$ cat config.mk
export PLATFORM = sky130hd
export DESIGN_NAME = spi_ctrl
export DESIGN_NICKNAME = d
export VERILOG_FILES = /design/src/rtl/core/spi_pkg.sv /design/src/rtl/core/spi_ctrl.sv
export SDC_FILE = /design/constraint.sdc
export NUM_CORES = 1
export LEC_CHECK = 0
export BUFFER_PORTS_ARGS = -buffer_cell sky130_fd_sc_hd__buf_2
export CAP_MARGIN = 10
export CORE_MARGIN = 4
export CORE_UTILIZATION = 60
export CTS_CLUSTER_DIAMETER = 100
export CTS_CLUSTER_SIZE = 40
export DETAILED_ROUTE_END_ITERATION = 10
export PLACE_DENSITY = 0.91
export SLEW_MARGIN = 5
export SYNTH_ARGS = -nofsm -noshare
export SYNTH_HDL_FRONTEND = slang
export SYNTH_SLANG_ARGS = --single-unit
$ cat constraint.sdc
create_clock -name clk -period 3.1 [get_ports clk]
set_input_delay 0.31 -clock clk [delete_from_list [all_inputs] [get_ports clk]]
set_output_delay 0.31 -clock clk [all_outputs]
set_load 0.01 [all_outputs]
$ cat src/rtl/core/spi_pkg.sv
// Shared types and constants for the segment/polygon intersection unit.
// Used by spi_ctrl, spi_dp, the top level and the testbench.
package spi_pkg;

	localparam int MAX_VERTICES_DEF = 64;
	localparam int COORD_WIDTH_DEF  = 32;
	localparam int FIELD_W          = 32;

	localparam logic [1:0] KIND_APPEND = 2'd0;
	localparam logic [1:0] KIND_POINT  = 2'd1;
	localparam logic [1:0] KIND_SEG    = 2'd2;
	localparam logic [1:0] KIND_CLEAR  = 2'd3;

	localparam logic [1:0] PH_CR = 2'd0;
	localparam logic [1:0] PH_TN = 2'd1;
	localparam logic [1:0] PH_UN = 2'd2;

	typedef enum logic [3:0] {
		ST_IDLE,
		ST_APPEND,
		ST_PRIME,
		ST_LATCHP,
		ST_CUR,
		ST_OPR,
		ST_MUL,
		ST_SUB,
		ST_EVAL,
		ST_DONE
	} state_t;

	typedef struct packed {
		logic       latch_query;
		logic       wr;
		logic       clr_par;
		logic       latch_prev;
		logic       latch_cur;
		logic       shift_prev;
		logic       op_load;
		logic       mul;
		logic       sub;
		logic       eval;
		logic       seg;
		logic       mid;
		logic [1:0] ph;
	} cmd_t;

	typedef struct packed {
		logic seg_cross;
		logic par_next;
	} stat_t;

endpackage

$ cat src/rtl/core/spi_ctrl.sv
// Controller for the segment/polygon intersection unit: handshakes, vertex
// count, edge walk sequencing and the output register. Depends on spi_pkg.
module spi_ctrl #(
	parameter int MAX_VERTICES = spi_pkg::MAX_VERTICES_DEF
) (
	input  logic                              clk,
	input  logic                              arst_n,
	input  logic                              in_valid,
	output logic                              in_ready,
	input  logic [1:0]                        kind,
	output logic                              out_valid,
	input  logic                              out_ready,
	output logic                              hit,
	output logic                              status,
	output spi_pkg::cmd_t                     cmd,
	input  spi_pkg::stat_t                    stat,
	output logic [$clog2(MAX_VERTICES)-1:0]   waddr,
	output logic [$clog2(MAX_VERTICES)-1:0]   raddr
);

	localparam int AW = $clog2(MAX_VERTICES);
	localparam int CW = $clog2(MAX_VERTICES + 1);

	spi_pkg::state_t state_q, state_n;
	logic [1:0]    kind_q;
	logic [CW-1:0] count_q;
	logic [CW-1:0] idx_q;
	logic [CW-1:0] idx_n;
	logic [CW-1:0] last;
	logic [1:0]    ph_q;
	logic          seg_q;
	logic          mid_q;
	logic          res_hit_q;
	logic          res_status_q;
	logic          out_valid_q;
	logic          hit_q;
	logic          status_q;
	logic          accept;
	logic          full;
	logic          slot_free;
	logic          walk_end;

	assign accept    = in_valid && in_ready;
	assign full      = (count_q == CW'(MAX_VERTICES));
	assign slot_free = !out_valid_q || out_ready;
	assign idx_n     = idx_q + 1'b1;
	assign last      = count_q - 1'b1;
	assign walk_end  = (idx_n == count_q);
	assign waddr     = count_q[AW-1:0];

	always_comb begin
		state_n = state_q;
		unique case (state_q)
			spi_pkg::ST_IDLE: begin
				if (accept) begin
					unique case (kind) inside
						spi_pkg::KIND_APPEND: state_n = spi_pkg::ST_APPEND;
						spi_pkg::KIND_POINT,
						spi_pkg::KIND_SEG:
							state_n = (count_q == '0) ? spi_pkg::ST_DONE : spi_pkg::ST_PRIME;
						default: state_n = spi_pkg::ST_DONE;
					endcase
				end
			end
			spi_pkg::ST_APPEND: state_n = spi_pkg::ST_DONE;
			spi_pkg::ST_PRIME:  state_n = spi_pkg::ST_LATCHP;
			spi_pkg::ST_LATCHP: state_n = spi_pkg::ST_CUR;
			spi_pkg::ST_CUR:    state_n = spi_pkg::ST_OPR;
			spi_pkg::ST_OPR:    state_n = spi_pkg::ST_MUL;
			spi_pkg::ST_MUL:    state_n = spi_pkg::ST_SUB;
			spi_pkg::ST_SUB: begin
				if (seg_q && ph_q != spi_pkg::PH_UN)
					state_n = spi_pkg::ST_OPR;
				else
					state_n = spi_pkg::ST_EVAL;
			end
			spi_pkg::ST_EVAL: begin
				if (seg_q && stat.seg_cross)
					state_n = spi_pkg::ST_DONE;
				else if (walk_end)
					state_n = seg_q ? spi_pkg::ST_PRIME : spi_pkg::ST_DONE;
				else
					state_n = spi_pkg::ST_CUR;
			end
			spi_pkg::ST_DONE: begin
				if (slot_free)
					state_n = spi_pkg::ST_IDLE;
			end
			default: state_n = spi_pkg::ST_IDLE;
		endcase
	end

	always_comb begin
		cmd      = '0;
		cmd.seg  = seg_q;
		cmd.mid  = mid_q;
		cmd.ph   = ph_q;
		in_ready = 1'b0;
		raddr    = idx_q[AW-1:0];
		unique case (state_q)
			spi_pkg::ST_IDLE: begin
				in_ready        = 1'b1;
				cmd.latch_query = accept;
			end
			spi_pkg::ST_APPEND: cmd.wr = !full;
			spi_pkg::ST_PRIME: begin
				cmd.clr_par = 1'b1;
				raddr       = last[AW-1:0];
			end
			spi_pkg::ST_LATCHP: cmd.latch_prev = 1'b1;
			spi_pkg::ST_CUR:    cmd.latch_cur  = 1'b1;
			spi_pkg::ST_OPR:    cmd.op_load    = 1'b1;
			spi_pkg::ST_MUL:    cmd.mul        = 1'b1;
			spi_pkg::ST_SUB:    cmd.sub        = 1'b1;
			spi_pkg::ST_EVAL: begin
				cmd.eval       = 1'b1;
				cmd.shift_prev = 1'b1;
				raddr          = idx_n[AW-1:0];
			end
			spi_pkg::ST_DONE: ;
			default: ;
		endcase
	end

	always_ff @(posedge clk or negedge arst_n) begin
		if (!arst_n) begin
			state_q      <= spi_pkg::ST_IDLE;
			kind_q       <= spi_pkg::KIND_APPEND;
			count_q      <= '0;
			idx_q        <= '0;
			ph_q         <= spi_pkg::PH_CR;
			seg_q        <= 1'b0;
			mid_q        <= 1'b0;
			res_hit_q    <= 1'b0;
			res_status_q <= 1'b0;
			out_valid_q  <= 1'b0;
			hit_q        <= 1'b0;
			status_q     <= 1'b0;
		end else begin
			state_q <= state_n;
			if (state_q == spi_pkg::ST_DONE && slot_free)
				out_valid_q <= 1'b1;
			else if (out_valid_q && out_ready)
				out_valid_q <= 1'b0;
			unique case (state_q)
				spi_pkg::ST_IDLE: begin
					if (accept) begin
						kind_q       <= kind;
						res_hit_q    <= 1'b0;
						res_status_q <= 1'b0;
						seg_q        <= (kind == spi_pkg::KIND_SEG);
						mid_q        <= 1'b0;
						if (kind == spi_pkg::KIND_CLEAR)
							count_q <= '0;
					end
				end
				spi_pkg::ST_APPEND: begin
					if (full)
						res_status_q <= 1'b1;
					else
						count_q <= count_q + 1'b1;
				end
				spi_pkg::ST_PRIME: idx_q <= '0;
				spi_pkg::ST_CUR:   ph_q  <= spi_pkg::PH_CR;
				spi_pkg::ST_SUB:   ph_q  <= ph_q + 1'b1;
				spi_pkg::ST_EVAL: begin
					idx_q <= idx_n;
					if (seg_q && stat.seg_cross) begin
						res_hit_q <= 1'b1;
					end else if (walk_end) begin
						if (seg_q) begin
							seg_q <= 1'b0;
							mid_q <= 1'b1;
						end else begin
							res_hit_q <= stat.par_next;
						end
					end
				end
				spi_pkg::ST_DONE: begin
					if (slot_free) begin
						hit_q       <= res_hit_q && (kind_q == spi_pkg::KIND_POINT
							|| kind_q == spi_pkg::KIND_SEG);
						status_q    <= res_status_q;
					end
				end
				default: ;
			endcase
		end
	end

	assign out_valid = out_valid_q;
	assign hit       = hit_q;
	assign status    = status_q;

endmodule

==> results.json <==
{
  "cp_top_family": "simple AND/OR/NAND/NOR gates",
  "nNetsFinal": 288,
  "cts_tree": "yes",
  "synth_fa_ha_area_frac": 0.0466,
  "viasPerCell": 5.94,
  "hpwl_um": 3820,
  "switching_power_uw": 969,
  "pwr-share-clk": 0.115,
  "start_util": 0.633,
  "intPower_uw": 1060,
  "post_drt_wl_per_cell_um": 15.8,
  "clock-sinks": 29,
  "gp_congestion": 0.904,
  "syn_nets": 266,
  "fin_util": 0.684,
  "drv_slew": 0,
  "dieHeight_um": 67.8,
  "p_per_area_nw_per_um2": 874,
  "io_pins": 38,
  "power_leakage_uw": 0.00120,
  "cp_max_fo": 16,
  "cts_buffers": 5,
  "routed_wl_um": 5030,
  "path_cells": "or4b_4 > inv_2 > nor2_1 > o21ai_0 > o31ai_1 > a21o_1 > buf_2",
  "slowest_stage": "or4b_4",
  "htree_levels": 2,
  "overflow": 0,
  "synth_top_family_by_area": "simple AND/OR/NAND/NOR gates",
  "drive_gt1_frac": 0.221,
  "min_period_over_period": 0.905,
  "p_comb_frac": 0.516,
  "swShare": 0.479,
  "synthMuxAreaShare": 0.0146,
  "fin_tns_setup_ns": 0,
  "syn_inst": 250,
  "grt_max_degree": 30,
  "fin_ws_ns": 0.295,
  "rows": 21,
  "cts_buffer_depth": 2,
  "status": "finished, violations left",
  "path_class": "register to primary output",
  "die_w_um": 67.8,
  "coreArea_sq_um": 3390,
  "relSlewSlack": 0.544,
  "cts.clk_slew.worst_paths_ns": 0.09,
  "synth-compound-area-share": 0.217,
  "crit_path_end_kind": "primary output",
  "crit_buf_inv": 2,
  "grt_setup_unrepaired": "no",
  "avgSynthCellArea_sq_um": 8.58,
  "p_seq_frac": 0.368,
  "grt_pass1_vias": 1770,
  "post-place-cells": 311,
  "final_cell_count_no_fill": 318,
  "cts_resized": 0,
  "cap_violations": 0,
  "setup_viol": 0,
  "drtPass1Iterations": 4,
  "tightest_slew_ns": 0.675,
  "antenna_found_initial": 0,
  "seq_area_frac_synth": 0.338,
  "final_antenna_net_count": 0,
  "post-cts-setup-buffer-count": 0,
  "synthXorXnorAreaFrac": 0.0676,
  "fin_skew_ns": 0.0136,
  "drc": 0,
  "whs_ns": -0.000361,
  "start_kind": "register",
  "area_growth_pct": 7.99,
  "required_ns": 2.79,
  "max_freq_mhz": 357,
  "vdd_drop_max_mv": 0.446,
  "hp-class": "input pin to asynchronous set/reset pin",
  "violations": "negative hold slack",
  "clock_latency_ns": 0.33,
  "syn-cell-area_sq_um": 2150,
  "yosys_warnings": 0,
  "io_buffer_count": 37,
  "drtIter0Drc": 157,
  "die_area_sq_um": 4600,
  "vias": 1888,
  "antenna_cells": 0,
  "dp_slack_ns": 0.651,
  "min_period_ns": 2.80,
  "critPathMaxStageDelay_ns": 0.69,
  "critPathArrivalTime_ns": 2.49,
  "hold_viol": 1,
  "ys_seq_elements": 29,
  "ys_types": 55,
  "cts-root-buf": "clkbuf_4",
  "hold_buffers": 0,
  "track_usage": 0.238,
  "synth-simple-area-share": 0.230,
  "grt_pass1_wl_um": 8230
}
==> power groups by stage <==
stage	logic, uW	registers [uW]	clock network, uW
6_report	1050	746	234
3_5_place_dp	1040	749	0
4_1_cts	1050	741	238
2_1_floorplan	917	622	0
3_3_place_gp	1020	737	0
5_1_grt	1170	777	254
==> cells by family after synthesis <==
kind of cell    Yosys count
fa+ha+maj                 8
flops                    29
simple gates             92
mux                       3
xor+xnor                 15
buf+inv                  37
compound gates           66
==> cell usage in the layout, fill, tap and decap left out, drive strengths merged, types with 3 or more instances in the layout <==
cell type  instances
inv               15
nor2              18
dfrtp             29
nand2b             6
xor2               8
a31oi              4
nor3              12
a21oi              7
or4b               3
a21o               6
o41ai              4
nand4              4
nor3b              3
and3               5
o21ai             29
buf               37
nand2             22
xnor2              6
nor4               3
o31ai              4
nand3              6
ha                 8
clkbuf             7
==> cells in the mapped netlist (all sizes together) <==
cell     number  share of area
dfrtp        29           0.34
o21ai        29          0.069
nand2        22          0.040
nor2         18          0.031
buf          15          0.046
inv          15          0.026
nor3         12          0.028
ha            8          0.047
xor2          8          0.033
a21oi         7          0.018
clkbuf        7          0.013
a21o          6          0.021
nand2b        6          0.017
nand3         6          0.014
xnor2         6          0.024
and3          5          0.016
a31oi         4          0.019
nand4         4          0.015
o31ai         4          0.014
o41ai         4          0.023
nor3b         3          0.010
nor4          3         0.0087
or4b          3          0.016
a211oi        2         0.0070
a31o          2         0.0082
and2          2         0.0058
mux2i         2         0.0093
nor2b         2         0.0058
o2bb2ai       2         0.0082
or3           2         0.0082
a221oi        1          0.012
a22o          1         0.0041
mux2          1         0.0052
nand4b        1         0.0041
nor4b         1         0.0041
o211ai        1         0.0035
o21a          1         0.0035
o21bai        1         0.0035
o22ai         1         0.0029
or2           1         0.0029
or4           1         0.0035
xnor3         1          0.010
==> sequential cells by signal, indices dropped and copies added (netlist names) <==
register,cells
count_q,7
hit,1
idx_q,7
kind_q,2
mid_q,1
out_valid,1
ph_q,2
res_hit_q,1
res_status_q,1
seg_q,1
state_q,4
status,1
==> per-stage QoR <==
step | cell area [sq um] | power (uW) | hold slack, ns
2_1_floorplan | 2150 | 1540 | 0.0144
3_3_place_gp | 2260 | 1760 | 0.367
3_5_place_dp | 2260 | 1790 | 0.364
4_1_cts | 2320 | 2030 | 0.00765
5_1_grt | 2320 | 2200 | 0.0342
6_report | 2320 | 2020 | -0.000361
==> per-layer routing <==
metal	global-route usage	routed length, um	up-vias
met4	0.0819	101	0
met5	0	0	-
li1	-	-	921
met2	0.397	2440	50
met1	0.304	2260	904
met3	0.0499	239	13
==> final timing paths <==
kind	depth (start not counted)	slack, ns	endpoint	from
setup reg to reg	7	0.83	count_q[3]	count_q[0]
hold / removal	1	-0.0004	idx_q[3]	arst_n
setup / recovery	7	0.30	raddr[3]	state_q[1]
min in group clk	2	0.25	state_q[1]	stat[1]
max in group asynchronous	1	2.67	state_q[3]	arst_n
hold reg to reg	2	0.48	hit	hit
==> cell type report <==
cell class | count | area [sq um]
inverter | 15 | 56.3
tap | 46 | 57.6
sequential | 29 | 726
fill | 290 | 1070
multi-input combinational | 184 | 1240
clock buffer | 7 | 55.1
timing repair buffer | 37 | 185
(Power assumes the default switching activity.)
